<file path="src/design/sss_pkg.sv">
// ----------------------------------------------------------------------------
// sss_pkg
// Shared types and constants for the streaming substring substitute block.
// ----------------------------------------------------------------------------
package sss_pkg;

  // Bytes a single job can carry: the larger of a full window or a replacement
  localparam int JOB_BYTES = 8;
  // Width of a byte count within a job (0..JOB_BYTES)
  localparam int CNT_W = 4;
  // Job queue between front and back
  localparam int QUEUE_DEPTH = 4;
  localparam int QPTR_W = 2;

  // Register map, one 64-bit register every 8 bytes
  localparam int ADDR_W = 6;
  localparam int DATA_W = 64;

  typedef enum logic [2:0] {
    REG_PATTERN_LENGTH     = 3'd0,
    REG_PATTERN_BYTES      = 3'd1,
    REG_REPLACEMENT_LENGTH = 3'd2,
    REG_REPLACEMENT_BYTES  = 3'd3,
    REG_INSTANCE_SELECT    = 3'd4
  } reg_idx_t;

  // Configuration as seen by the datapath
  typedef struct packed {
    logic [3:0]  pattern_length;
    logic [63:0] pattern_bytes;
    logic [3:0]  replacement_length;
    logic [63:0] replacement_bytes;
    logic [15:0] instance_select;
  } cfg_t;

  // One unit of output work: cnt bytes of data, or a bare end marker when
  // cnt is zero and text_end is set
  typedef struct packed {
    logic [JOB_BYTES-1:0][7:0] data;
    logic [CNT_W-1:0]          cnt;
    logic                      text_end;
  } job_t;

endpackage

</file>
<file path="src/design/sss_cfg.sv">
// ----------------------------------------------------------------------------
// sss_cfg
// APB register file holding the search pattern, replacement and selector.
// ----------------------------------------------------------------------------
module sss_cfg
  import sss_pkg::*;
(
  input  logic              clk,
  input  logic              rst,
  input  logic              psel,
  input  logic              penable,
  input  logic              pwrite,
  input  logic [ADDR_W-1:0] paddr,
  input  logic [DATA_W-1:0] pwdata,
  output logic [DATA_W-1:0] prdata,
  output logic              pready,
  output cfg_t              cfg,
  output logic              plen_wr
);

  logic     wr_en;
  reg_idx_t idx;

  assign pready = 1'b1;
  assign idx    = reg_idx_t'(paddr[ADDR_W-1:3]);
  assign wr_en  = psel && penable && pwrite;

  // Pulse so the front drops its window on a new pattern length
  assign plen_wr = wr_en && (idx == REG_PATTERN_LENGTH);

  // Write registers
  always_ff @(posedge clk) begin
    if (rst) begin
      cfg <= '0;
    end else if (wr_en) begin
      case (idx)
        REG_PATTERN_LENGTH:     cfg.pattern_length     <= pwdata[3:0];
        REG_PATTERN_BYTES:      cfg.pattern_bytes      <= pwdata;
        REG_REPLACEMENT_LENGTH: cfg.replacement_length <= pwdata[3:0];
        REG_REPLACEMENT_BYTES:  cfg.replacement_bytes  <= pwdata;
        REG_INSTANCE_SELECT:    cfg.instance_select    <= pwdata[15:0];
        default: ;
      endcase
    end
  end

  // Read back
  always_comb begin
    case (idx)
      REG_PATTERN_LENGTH:     prdata = {60'd0, cfg.pattern_length};
      REG_PATTERN_BYTES:      prdata = cfg.pattern_bytes;
      REG_REPLACEMENT_LENGTH: prdata = {60'd0, cfg.replacement_length};
      REG_REPLACEMENT_BYTES:  prdata = cfg.replacement_bytes;
      REG_INSTANCE_SELECT:    prdata = {48'd0, cfg.instance_select};
      default:                prdata = '0;
    endcase
  end

endmodule

</file>
<file path="src/design/sss_front.sv">
// ----------------------------------------------------------------------------
// sss_front
// Accepts text bytes, keeps the match window and match count, and turns each
// byte into at most one job: one byte, the replacement, or a window flush.
// ----------------------------------------------------------------------------
module sss_front
  import sss_pkg::*;
#(
  parameter int PATTERN_MAX = 8,
  parameter int REPLACE_MAX = 8
) (
  input  logic       clk,
  input  logic       rst,
  input  cfg_t       cfg,
  input  logic       plen_wr,
  input  logic       in_valid,
  output logic       in_ready,
  input  logic [7:0] in_byte,
  input  logic       in_end,
  input  logic       q_full,
  output logic       q_push,
  output job_t       q_job
);

  localparam int FILL_W = $clog2(PATTERN_MAX + 1);

  logic [PATTERN_MAX-1:0][7:0] win;
  logic [PATTERN_MAX-1:0][7:0] win_next;
  logic [PATTERN_MAX-1:0][7:0] win_app;
  logic [PATTERN_MAX-1:0][7:0] win_sh;
  logic [FILL_W-1:0]           fill;
  logic [FILL_W-1:0]           fill_next;
  logic [FILL_W-1:0]           fill_base;
  logic [FILL_W-1:0]           fill_app;
  logic [15:0]                 match_count;
  logic [15:0]                 match_count_next;
  logic [3:0]                  plen;
  logic [3:0]                  rlen;
  logic                        full;
  logic                        same;
  logic                        hit;
  logic                        take;
  logic                        need;

  assign in_ready = !q_full;
  assign take     = in_valid && in_ready;
  assign q_push   = take && need;

  // Clamp lengths to what the hardware holds
  assign plen = (cfg.pattern_length > 4'(PATTERN_MAX)) ? 4'(PATTERN_MAX) : cfg.pattern_length;
  assign rlen = (cfg.replacement_length > 4'(REPLACE_MAX)) ? 4'(REPLACE_MAX)
                                                           : cfg.replacement_length;

  // Append the new byte and compare the window against the pattern
  always_comb begin
    fill_base = (4'(fill) >= plen) ? '0 : fill;
    fill_app  = fill_base + FILL_W'(1);
    for (int i = 0; i < PATTERN_MAX; i++) begin
      win_app[i] = (FILL_W'(i) == fill_base) ? in_byte : win[i];
    end
    for (int i = 0; i < PATTERN_MAX - 1; i++) begin
      win_sh[i] = win_app[i+1];
    end
    win_sh[PATTERN_MAX-1] = win_app[PATTERN_MAX-1];
    full = (4'(fill_app) == plen);
    same = 1'b1;
    for (int i = 0; i < PATTERN_MAX; i++) begin
      if ((4'(i) < plen) && (win_app[i] != cfg.pattern_bytes[8*i +: 8])) begin
        same = 1'b0;
      end
    end
    hit = (cfg.instance_select == 16'd0) || (cfg.instance_select == match_count);
  end

  // Classify the byte into a job and work out the next window state
  always_comb begin
    q_job.data = '0;
    for (int i = 0; i < PATTERN_MAX; i++) begin
      q_job.data[i] = win_app[i];
    end
    q_job.cnt        = '0;
    q_job.text_end   = in_end;
    win_next         = win;
    fill_next        = fill;
    match_count_next = match_count;
    if (plen == 4'd0) begin
      q_job.data[0] = in_byte;
      q_job.cnt     = CNT_W'(1);
    end else begin
      win_next  = win_app;
      fill_next = fill_app;
      if (full) begin
        if (same && (match_count != 16'hFFFF)) begin
          match_count_next = match_count + 16'd1;
        end
        if (same && hit) begin
          q_job.data = cfg.replacement_bytes;
          q_job.cnt  = rlen;
          fill_next  = '0;
        end else begin
          win_next  = win_sh;
          fill_next = fill_app - FILL_W'(1);
          q_job.cnt = in_end ? CNT_W'(fill_app) : CNT_W'(1);
        end
      end else if (in_end) begin
        q_job.cnt = CNT_W'(fill_app);
      end
    end
    if (in_end) begin
      fill_next        = '0;
      match_count_next = 16'd1;
    end
    need = in_end || (q_job.cnt != '0);
  end

  // Hold window bytes; no reset needed on the data
  always_ff @(posedge clk) begin
    if (take) begin
      win <= win_next;
    end
  end

  // Advance fill and match count
  always_ff @(posedge clk) begin
    if (rst) begin
      fill        <= '0;
      match_count <= 16'd1;
    end else if (plen_wr) begin
      fill <= '0;
    end else if (take) begin
      fill        <= fill_next;
      match_count <= match_count_next;
    end
  end

endmodule

</file>
<file path="src/design/sss_queue.sv">
// ----------------------------------------------------------------------------
// sss_queue
// Short job queue that decouples the front from the output side.
// ----------------------------------------------------------------------------
module sss_queue
  import sss_pkg::*;
(
  input  logic clk,
  input  logic rst,
  input  logic push,
  input  job_t push_job,
  output logic full,
  input  logic pop,
  output logic not_empty,
  output job_t head
);

  job_t              slots [QUEUE_DEPTH];
  logic [QPTR_W-1:0] wr_ptr;
  logic [QPTR_W-1:0] rd_ptr;
  logic [QPTR_W:0]   count;

  assign full      = (count == (QPTR_W+1)'(QUEUE_DEPTH));
  assign not_empty = (count != '0);
  assign head      = slots[rd_ptr];

  // Store jobs
  always_ff @(posedge clk) begin
    if (push) begin
      slots[wr_ptr] <= push_job;
    end
  end

  // Advance pointers and occupancy
  always_ff @(posedge clk) begin
    if (rst) begin
      wr_ptr <= '0;
      rd_ptr <= '0;
      count  <= '0;
    end else begin
      if (push) begin
        wr_ptr <= wr_ptr + QPTR_W'(1);
      end
      if (pop) begin
        rd_ptr <= rd_ptr + QPTR_W'(1);
      end
      case ({push, pop})
        2'b10:   count <= count + (QPTR_W+1)'(1);
        2'b01:   count <= count - (QPTR_W+1)'(1);
        default: count <= count;
      endcase
    end
  end

endmodule

</file>
<file path="src/design/sss_back.sv">
// ----------------------------------------------------------------------------
// sss_back
// Expands the job at the head of the queue into output words, one per cycle
// while the output is not stalled, through a registered output stage.
// ----------------------------------------------------------------------------
module sss_back
  import sss_pkg::*;
(
  input  logic       clk,
  input  logic       rst,
  input  logic       job_valid,
  input  job_t       job,
  output logic       job_pop,
  output logic       out_valid,
  input  logic       out_ready,
  output logic [7:0] out_byte,
  output logic       out_byte_valid,
  output logic       out_run_last,
  output logic       out_text_done
);

  localparam int IDX_W = $clog2(JOB_BYTES);

  logic [IDX_W-1:0] idx;
  logic             load;
  logic             last;

  // Last word of the job: the one at count minus one, or a bare end marker
  assign last    = (job.cnt == '0) || (CNT_W'(idx) == job.cnt - CNT_W'(1));
  assign load    = job_valid && (!out_valid || out_ready);
  assign job_pop = load && last;

  // Step through the job's bytes
  always_ff @(posedge clk) begin
    if (rst) begin
      idx <= '0;
    end else if (load) begin
      idx <= last ? '0 : idx + IDX_W'(1);
    end
  end

  // Output register
  always_ff @(posedge clk) begin
    if (rst) begin
      out_valid <= 1'b0;
    end else if (load) begin
      out_valid <= 1'b1;
    end else if (out_ready) begin
      out_valid <= 1'b0;
    end
  end

  always_ff @(posedge clk) begin
    if (load) begin
      out_byte       <= (job.cnt == '0) ? 8'd0 : job.data[idx];
      out_byte_valid <= (job.cnt != '0);
      out_run_last   <= last;
      out_text_done  <= last && job.text_end;
    end
  end

endmodule

</file>
<file path="src/design/stream_substring_substitute.sv">
// Each input byte's job passes through the job queue, then the output register.
// Throughput: one input byte per cycle while the queue is not full; the output
// side gives one word per cycle while m_tready is high, so a long replacement or
// end-of-text flush keeps it busy while a 4-job queue takes input until full.
// Reset: synchronous, active high; clears registers, window fill, match count
// (to one), the job queue and the output register. No clearing pass.
// ----------------------------------------------------------------------------
// stream_substring_substitute
// Streaming find-and-replace of a configured byte pattern in a text stream.
// ----------------------------------------------------------------------------
module stream_substring_substitute
  import sss_pkg::*;
#(
  parameter int PATTERN_MAX = 8,
  parameter int REPLACE_MAX = 8
) (
  input  logic              clk,
  input  logic              rst,
  input  logic              s_tvalid,
  output logic              s_tready,
  input  logic [7:0]        s_tdata,   // [7:0] text_byte
  input  logic              s_tlast,   // end_of_text
  output logic              m_tvalid,
  input  logic              m_tready,
  output logic [7:0]        m_tdata,   // [7:0] out_byte
  output logic              m_tlast,   // run_last
  output logic [1:0]        m_tuser,   // [0] byte_valid, [1] text_done
  input  logic              psel,
  input  logic              penable,
  input  logic              pwrite,
  input  logic [ADDR_W-1:0] paddr,
  input  logic [DATA_W-1:0] pwdata,
  output logic [DATA_W-1:0] prdata,
  output logic              pready
);

  cfg_t cfg;
  logic plen_wr;
  logic q_full;
  logic q_push;
  job_t q_in;
  logic q_pop;
  logic q_not_empty;
  job_t q_head;
  logic byte_valid;
  logic text_done;

  // Register file
  sss_cfg u_cfg (
    .clk     (clk),
    .rst     (rst),
    .psel    (psel),
    .penable (penable),
    .pwrite  (pwrite),
    .paddr   (paddr),
    .pwdata  (pwdata),
    .prdata  (prdata),
    .pready  (pready),
    .cfg     (cfg),
    .plen_wr (plen_wr)
  );

  // Window, match and classification
  sss_front #(
    .PATTERN_MAX (PATTERN_MAX),
    .REPLACE_MAX (REPLACE_MAX)
  ) u_front (
    .clk      (clk),
    .rst      (rst),
    .cfg      (cfg),
    .plen_wr  (plen_wr),
    .in_valid (s_tvalid),
    .in_ready (s_tready),
    .in_byte  (s_tdata),
    .in_end   (s_tlast),
    .q_full   (q_full),
    .q_push   (q_push),
    .q_job    (q_in)
  );

  // Job queue
  sss_queue u_queue (
    .clk       (clk),
    .rst       (rst),
    .push      (q_push),
    .push_job  (q_in),
    .full      (q_full),
    .pop       (q_pop),
    .not_empty (q_not_empty),
    .head      (q_head)
  );

  // Output expansion
  sss_back u_back (
    .clk            (clk),
    .rst            (rst),
    .job_valid      (q_not_empty),
    .job            (q_head),
    .job_pop        (q_pop),
    .out_valid      (m_tvalid),
    .out_ready      (m_tready),
    .out_byte       (m_tdata),
    .out_byte_valid (byte_valid),
    .out_run_last   (m_tlast),
    .out_text_done  (text_done)
  );

  assign m_tuser = {text_done, byte_valid};

endmodule

</file>
<file path="config.mk">
export PLATFORM = sky130hd
export DESIGN_NAME = stream_substring_substitute
export DESIGN_NICKNAME = d
export VERILOG_FILES = /design/src/design/sss_pkg.sv /design/src/design/sss_cfg.sv /design/src/design/sss_front.sv /design/src/design/sss_queue.sv /design/src/design/sss_back.sv /design/src/design/stream_substring_substitute.sv
export SDC_FILE = /design/constraint.sdc
export NUM_CORES = 1
export LEC_CHECK = 0
export ABC_CLOCK_PERIOD_IN_PS = 10700
export BUFFER_PORTS_ARGS = -buffer_cell sky130_fd_sc_hd__buf_2
export CORE_ASPECT_RATIO = 1.1
export CORE_MARGIN = 2
export CORE_UTILIZATION = 62
export CTS_CLUSTER_SIZE = 8
export DETAILED_ROUTE_END_ITERATION = 6
export GPL_ROUTABILITY_DRIVEN = 1
export HOLD_SLACK_MARGIN = 0.06
export PLACE_DENSITY_LB_ADDON = 0.08
export SETUP_SLACK_MARGIN = 0.2
export SYNTH_ARGS = -nofsm -noshare
export SYNTH_HDL_FRONTEND = slang
export SYNTH_SLANG_ARGS = --single-unit
</file>
<file path="constraint.sdc">
create_clock -name clk -period 10.7 [get_ports clk]
set_clock_uncertainty 0.15 [all_clocks]
set_input_delay 1.605 -clock clk [delete_from_list [all_inputs] [get_ports clk]]
set_output_delay 1.605 -clock clk [all_outputs]
set_load 0.03 [all_outputs]
</file>
==> out/metrics.csv, run 1 <==
stage;metric;value;unit
global_routing;grt_pass1_wl;107000;um
clock_network;postCtsHoldBufs;0;
final_layout;final_net_count;2417;
clock_network;clk_pin_slew_worst_paths;0.05;ns
clock_network;cts_sinks;536;
logic_synthesis;synth_compound_gate_area_share;9.43;%
setup_path;crit_buf_inv;5;
detailed_routing;vias;18600;
detailed_routing;vias_per_cell;6.51;
timing;drv_slew;0;
logic_synthesis;async_flop_share;0;%
setup_path;crit_family;simple AND/OR/NAND/NOR gates;
timing;rsz0062_at_grt;no;
logic_synthesis;synthMuxAreaShare;15.7;%
global_routing;antenna_found_initial;0;
die;die_area;42800;um2
logic_synthesis;yosys.cell_types.count;68;
clock_network;cts_made_buffers;76;
power;p_leak;10.1;nW
logic_synthesis;ys_ff_latch;536;
global_routing;grt_overflow;0;
logic_synthesis;synth_xor_xnor_area_share;2.75;%
clock_network;cts_resized;0;
setup_path;worstPathCellList;inv_1 > nand2_1 > ha_1 > o211ai_2 > buf_4 > o21a_1 > nand2_1 > inv_1 > ha_1 > inv_1 > o21ai_0 > a21oi_1 > nor4_1 > nand4_1 > a22oi_1 > nand3_1 > nor3b_2 > and2_2 > buf_4 > mux2_2;
final_layout;multi_input_area;10500;um2
logic_synthesis;synth_cells;2200;
timing;worst_slack;2.75;ns
timing;fin_crit_sh;74.3;%
setup_path;path_class;flip-flop to flip-flop;
die;pin_count;164;
logic_synthesis;ys.flop_type;edfxtp_1;
clock_network;htreeDepth;3;
detailed_routing;drc_errors;0;
detailed_routing;antenna_left;0;
logic_synthesis;synth-adder-area-share;0.864;%
setup_path;worst_setup_path_start_kind;flip-flop;
detailed_routing;drt-total-wl;71100;um
die;die_x;197;um
final_layout;syn2layout_area_growth;12.6;%
setup_path;r2r-start;u_cfg.cfg[151]$_SDFFE_PP0P_;
logic_synthesis;synth.avg_cell_area;11.6;um2
global_routing;grt_use_total;33.5;%
setup_path;cp_slowest_cell;and2_2;
timing;setup_viol_count_final;0;
setup_path;r2r_setup_slack;2.75;ns
hold_path;hold_path_end;u_cfg.cfg[34]$_SDFFE_PP0P_;
final_layout;final_core_util;71.1;%
hold_path;worstHoldStart;u_cfg.cfg[34]$_SDFFE_PP0P_;
die;die-height;217;um
outcome;status;finished, final reports clean;
timing;worstMarginPinSlew;1.18;ns
die;floorplan.initialDensity;63.2;%
timing;setup_tns;0;ns
logic_synthesis;synth-warning-count;0;
placed_design;post-place-ws;2.95;ns
clock_network;postCtsSetupBuffers;0;
power;powerDensity;181;nW/um2
setup_path;crit_arrival;8.13;ns
timing;min_period;7.95;ns
setup_path;slowest_delay;0.94;ns
global_routing;grt_max_degree;98;
placed_design;dpl.hpwl;46800;um
final_layout;fillCellCount;2797;
final_layout;diodes;0;
final_layout;register_area;14200;um2
clock_network;root_buffer;clkbuf_16;
setup_path;worstPathMaxFanout;39;
hold_path;worst_hold_path_type;flip-flop to flip-flop;
logic_synthesis;synth_top_family_by_area;multiplexers;
final_layout;drive_above_1_share;20.5;%
flow_run;maxCapViolCount;0;
logic_synthesis;ys_seq_area_share;55.9;%
setup_path;r2r_cells;20;
timing;max_freq;0.126;GHz
setup_path;cp_data_required_time;10.87;ns
logic_synthesis;synth_area;25500;um2
placed_design;port_buffers;159;
timing;slew_headroom;20.9;%
power;vdd_drop_max;0.120;mV
global_routing;grt_pass1_vias;18000;
placed_design;place.gp.congestion;0.943;
clock_network;clock_path_buffers;3;
detailed_routing;firstDrtPassIters;6;
logic_synthesis;synth_nets;2303;
setup_path;r2r-end;u_queue.slots[0][60]$_DFFE_PP_;
detailed_routing;wl_per_cell;24.9;um
setup_path;crit_path_end_kind;flip-flop;
logic_synthesis;yosys.area_share.simple;12.2;%
clock_network;cts_tree;done;
detailed_routing;drtIter0Drc;2117;
timing;hold_violations;0;
clock_network;clkLatencyLatePin;0.61;ns
die;placementRows;77;
hold_path;holdPathStages;2;
setup_path;cpMostUsedCell;inv_1;
die;coreArea;40400;um2
logic_synthesis;synth_edf_count;351;
## cell families (layout without fill, tap and decap cells)
group | Yosys count | after routing
other | 1 | 1
muxes | 284 | 284
AOI/OAI and AO/OA | 383 | 383
buffers and inverters | 198 | 337
DFF | 536 | 536
and+or+nand+nor | 701 | 701
xor gates and xnor gates | 80 | 80
adders and majority gates | 17 | 17
## cell type report
cell class | count | share of cell area (%)
Sequential cell | 536 | 49.6
Multi-Input combinational cell | 1466 | 36.6
Clock buffer | 98 | 7.06
Timing Repair Buffer | 188 | 3.55
Tap cell | 513 | 2.24
Inverter | 46 | 0.601
Clock inverter | 5 | 0.366
## placed cells by master (no fill, tap or decap), drive strengths merged, types with 5 or more instances in the layout
master,n
or3,13
mux2i,117
nand4,13
mux2,82
nor3,6
o221a,15
xor2,49
nand2b,23
mux4,85
xnor2,31
nor2,117
o22ai,15
ha,16
o21ai,38
edfxtp,351
nor4,23
a21oi,213
o211ai,23
clkbuf,98
dfxtp,185
o2111ai,27
nand3,35
inv,48
and3,17
or4,7
o211a,7
nand3b,21
a211o,5
o31ai,7
nand2,401
and2,10
buf,188
## synthesized netlist by cell type, drive strengths merged, types with 23 or more instances
library cell	n	share of area, %
o21ai	38	0.76
xor2	49	1.7
buf	44	0.95
nand3	35	0.69
nand2b	23	0.56
nor2	117	1.7
inv	46	0.68
nand2	401	5.9
o211ai	23	0.74
nor4	23	0.56
xnor2	31	1.1
mux2i	117	4.6
mux2	82	3.6
dfxtp	185	15
mux4	85	7.5
o2111ai	27	0.93
edfxtp	351	41
a21oi	213	4.2
clkbuf	108	1.6
## metrics by stage
step | cell area [um2] | hold WS [ns] | power (mW) | std cells
detailed placement | 26600 | 0.313 | 3.05 | 2749
global route | 28700 | 0.347 | 5.35 | 2852
floorplan | 25500 | 0.295 | 2.86 | 2200
CTS | 28700 | 0.320 | 5.23 | 2852
global placement | 26600 | 0.308 | 3.03 | 2749
finish | 28700 | 0.318 | 5.19 | 2852
## report_power, final
group	internal [mW]	switching, mW	total, mW	leakage (nW)
sequential	2.33	0.0600	2.39	4.69
combinational	0.261	0.362	0.623	4.38
clock	1.32	0.861	2.18	1.03
## per-layer routing
| metal | vias up | wire [um] | track usage [%] |
|---|---|---|---|
| li1 | 8306 | - | - |
| met2 | 1008 | 31700 | 49.4 |
| met1 | 9129 | 29700 | 49.2 |
| met4 | 0 | 1900 | 11.1 |
| met3 | 120 | 7770 | 7.91 |
| met5 | - | 0 | 0 |
## worst max path at each step
stage                                start                             end  slack [ns]  cells after the start
3_3_place_gp   u_cfg.cfg[148]$_SDFFE_PP0P_  u_queue.slots[0][68]$_DFFE_PP_        3.08                     19
2_1_floorplan  u_cfg.cfg[148]$_SDFFE_PP0P_   u_queue.slots[0][0]$_DFFE_PP_        4.11                     20
5_1_grt        u_cfg.cfg[151]$_SDFFE_PP0P_  u_queue.slots[0][60]$_DFFE_PP_        2.35                     20
3_5_place_dp   u_cfg.cfg[148]$_SDFFE_PP0P_  u_queue.slots[0][68]$_DFFE_PP_        2.95                     19
4_1_cts        u_cfg.cfg[151]$_SDFFE_PP0P_  u_queue.slots[0][60]$_DFFE_PP_        2.94                     20
6_report       u_cfg.cfg[151]$_SDFFE_PP0P_  u_queue.slots[0][60]$_DFFE_PP_        2.75                     20
## worst reg2reg max path: cells and delay by family (launching register included)
kind / cells / cell delay [ns]
compound gates: 5 / 1.35
fa+ha+maj: 2 / 0.91
mux: 1 / 0.45
buf+inv: 5 / 1.78
flops: 1 / 0.53
simple gates: 7 / 2.50
## sequential cells by signal, indices dropped and copies added (netlist names), named ones only
name and cells:
u_front.win 64, u_queue.slots 276, u_queue.count 3, u_back.out_run_last 1
u_queue.wr_ptr 2, u_back.idx 3, u_back.out_byte 8, u_back.out_valid 1
u_front.fill 4, u_cfg.cfg 152, u_queue.rd_ptr 2, u_front.match_count 16
u_back.out_byte_valid 1, u_back.out_text_done 1
(Power assumes the default switching activity.)
==> run 2: changes to the inputs <==
--- a/config.mk
+++ b/config.mk
@@ -5,11 +5,11 @@
 export SDC_FILE = /design/constraint.sdc
 export NUM_CORES = 1
 export LEC_CHECK = 0
-export ABC_CLOCK_PERIOD_IN_PS = 10700
+export ABC_CLOCK_PERIOD_IN_PS = 6900
 export BUFFER_PORTS_ARGS = -buffer_cell sky130_fd_sc_hd__buf_2
 export CORE_ASPECT_RATIO = 1.1
 export CORE_MARGIN = 2
-export CORE_UTILIZATION = 62
+export CORE_UTILIZATION = 55
 export CTS_CLUSTER_SIZE = 8
 export DETAILED_ROUTE_END_ITERATION = 6
 export GPL_ROUTABILITY_DRIVEN = 1
==> constraint.sdc (replaced) <==
create_clock -name clk -period 6.9 [get_ports clk]
set_clock_uncertainty 0.15 [all_clocks]
set_input_delay 1.035 -clock clk [delete_from_list [all_inputs] [get_ports clk]]
set_output_delay 1.035 -clock clk [all_outputs]
set_load 0.03 [all_outputs]
==> out/metrics.csv, run 2 (synthesis results as in run 1) <==
stage;metric;value;unit;change
outcome;status;finished, final reports clean;;unchanged
clock_network;postCtsHoldBufs;0;;unchanged
final_layout;multi_input_area;10500;um2;about the same
global_routing;grt_overflow;0;;unchanged
timing;drv_slew;0;;unchanged
power;p_leak;10.2;nW;was 10.1 nW
global_routing;antenna_found_initial;5;;was 0
clock_network;clkLatencyLatePin;0.61;ns;about the same
detailed_routing;drc_errors;0;;unchanged
final_layout;layout_commonest_cell;nand2_1;;unchanged
timing;worst_slack;0.571;ns;was 2.75 ns
hold_path;worst_hold_path_type;flip-flop to flip-flop;;unchanged
power;power.total;8.02;mW;was 5.19 mW
final_layout;largest-register;u_queue.slots;;unchanged
timing;fin_crit_sh;91.7;%;was 74.3%
flow_run;maxCapViolCount;0;;unchanged
setup_path;path_class;flip-flop to flip-flop;;unchanged
clock_network;cts_tree;done;;unchanged
setup_path;cp_data_required_time;7.27;ns;was 10.87 ns
die;floorplan.initialDensity;55.9;%;was 63.2%
placed_design;post-place-ws;0.482;ns;was 2.95 ns
final_layout;final_net_count;2435;;was 2417
timing;rsz0062_at_grt;no;;unchanged
power;vdd_drop_max;0.176;mV;was 0.120 mV
clock_network;clk_pin_slew_worst_paths;0.05;ns;about the same
final_layout;drive_above_1_share;21.5;%;was 20.5%
detailed_routing;drt-total-wl;70900;um;was 71100 um
final_layout;largest_register_ffs;276;;unchanged
clock_network;cts_sinks;536;;unchanged
detailed_routing;drtIter0Drc;1785;;was 2117
global_routing;grt_pass1_wl;107000;um;about the same
detailed_routing;vias_per_cell;6.26;;was 6.51
placed_design;place.gp.congestion;0.946;;was 0.943
power;powerDensity;276;nW/um2;was 181 nW/um2
clock_network;clock_path_buffers;3;;unchanged
detailed_routing;vias;18400;;was 18600
global_routing;grt_pass1_vias;17700;;was 18000
timing;slew_headroom;22.5;%;was 20.9%
timing;min_period;6.33;ns;was 7.95 ns
die;die_x;209;um;was 197 um
clock_network;cts_made_buffers;76;;unchanged
timing;hold_violations;0;;unchanged
die;placementRows;82;;was 77
placed_design;port_buffers;159;;unchanged
final_layout;register_area;14200;um2;about the same
final_layout;reg_top3;u_queue.slots (276), u_cfg.cfg (152), u_front.win (64);;unchanged
timing;worstMarginPinSlew;1.16;ns;was 1.18 ns
global_routing;grt_max_degree;99;;was 98
final_layout;fillCellCount;3500;;was 2797
die;die_area;48100;um2;was 42800 um2
clock_network;root_buffer;clkbuf_16;;unchanged
die;pin_count;164;;unchanged
detailed_routing;antenna_left;0;;unchanged
global_routing;grt_use_total;29.5;%;was 33.5%
setup_path;crit_arrival;6.70;ns;was 8.13 ns
clock_network;htreeDepth;3;;unchanged
final_layout;layout_common_cells;400 x nand2_1, 351 x edfxtp_1, 212 x a21oi_1;;unchanged
placed_design;dpl.hpwl;47500;um;was 46800 um
die;die-height;230;um;was 217 um
timing;max_freq;0.158;GHz;was 0.126 GHz
timing;setup_viol_count_final;0;;unchanged
timing;setup_tns;0;ns;unchanged
setup_path;worst_setup_path_start_kind;flip-flop;;unchanged
setup_path;worstPathMaxFanout;9;;was 39
final_layout;syn2layout_area_growth;13.9;%;was 12.6%
die;coreArea;45700;um2;was 40400 um2
setup_path;crit_path_end_kind;flip-flop;;unchanged
detailed_routing;wl_per_cell;24.1;um;was 24.9 um
detailed_routing;firstDrtPassIters;6;;unchanged
## run 2: cell count changes in the layout (fill, tap and decap cells not counted), moves of 2 or more
cell      before  now
buf_12         0    7
diode_2        0    2
buf_4         31   42
ha_2           0    3
ha_1          16   13
o21ai_0       37   31
o21ai_1        0    6
clkbuf_1      20   16
## run 2: where the power goes
group	total [mW]	switching, mW	internal [mW]	leakage (nW)
Combinational	0.965	0.552	0.413	4.49
Sequential	3.70	0.0913	3.61	4.69
Clock	3.35	1.32	2.03	1.02
Total	8.02	1.97	6.05	10.2
## run 2: metrics by stage
stage	std cells	instance area [um2]	utilization, %	hold WS, ns
final	2943	29000	63.6	0.323
after global routing	2942	29000	63.6	0.350
after floorplan	2200	25500	-	0.295
after CTS	2941	29000	63.5	0.324
after global placement	2842	26900	58.9	0.309
after detailed placement	2842	26900	58.9	0.318
## run 2: path summary, 6_finish.rpt
| path | end | depth (start not counted) | from | slack [ns] |
|---|---|---|---|---|
| max | u_queue.count[2]$_SDFFE_PP0P_ | 23 | u_cfg.cfg[151]$_SDFFE_PP0P_ | 0.57 |
| min | u_cfg.cfg[40]$_SDFFE_PP0P_ | 2 | u_cfg.cfg[40]$_SDFFE_PP0P_ | 0.32 |
| max reg2reg | u_queue.count[2]$_SDFFE_PP0P_ | 23 | u_cfg.cfg[151]$_SDFFE_PP0P_ | 0.57 |
| min reg2reg | u_cfg.cfg[40]$_SDFFE_PP0P_ | 2 | u_cfg.cfg[40]$_SDFFE_PP0P_ | 0.32 |
## run 2: what timing repair did
item | in CTS | in global routing
endpoints found under the setup margin | 0 | 215
setup buffers | 0 | 0
resized for setup | 0 | 14
## run 2: critical path: stages, from the launching register on
cell        delay, ns
dfxtp_2          0.37
nor2b_1          0.30
ha_1             0.33
nor3b_4          0.21
o21a_1           0.23
nand2_1          0.26
inv_1            0.18
ha_1             0.23
clkinvlp_4       0.28
o21ai_0          0.34
a21oi_1          0.13
nor4_2           0.37
nand4_1          0.39
a22oi_1          0.35
nand3_1          0.23
nor3_1           0.27
o22ai_1          0.28
inv_1            0.12
ha_1             0.19
inv_1            0.06
fa_1             0.37
xor2_1           0.16
or3_1            0.31
a21oi_1          0.14
## run 2: metal layers
layer  part of all wire [%]  up-vias  global-route usage [%]
met5                  0.037        -                       0
met4                    3.4        4                    11.4
met3                    9.4      132                    5.70
met2                     44      895                    43.0
met1                     44     9048                    43.9
li1                       -     8355                       -
## run 2: final cells by class
class,instances,share of cell area (%)
multi-input combinational,1466,36.2
clock buffer,94,6.93
sequential,536,49.1
antenna,2,0.0172
tap,588,2.53
inverter,46,0.608
clock inverter,5,0.362
timing repair buffer,206,4.27
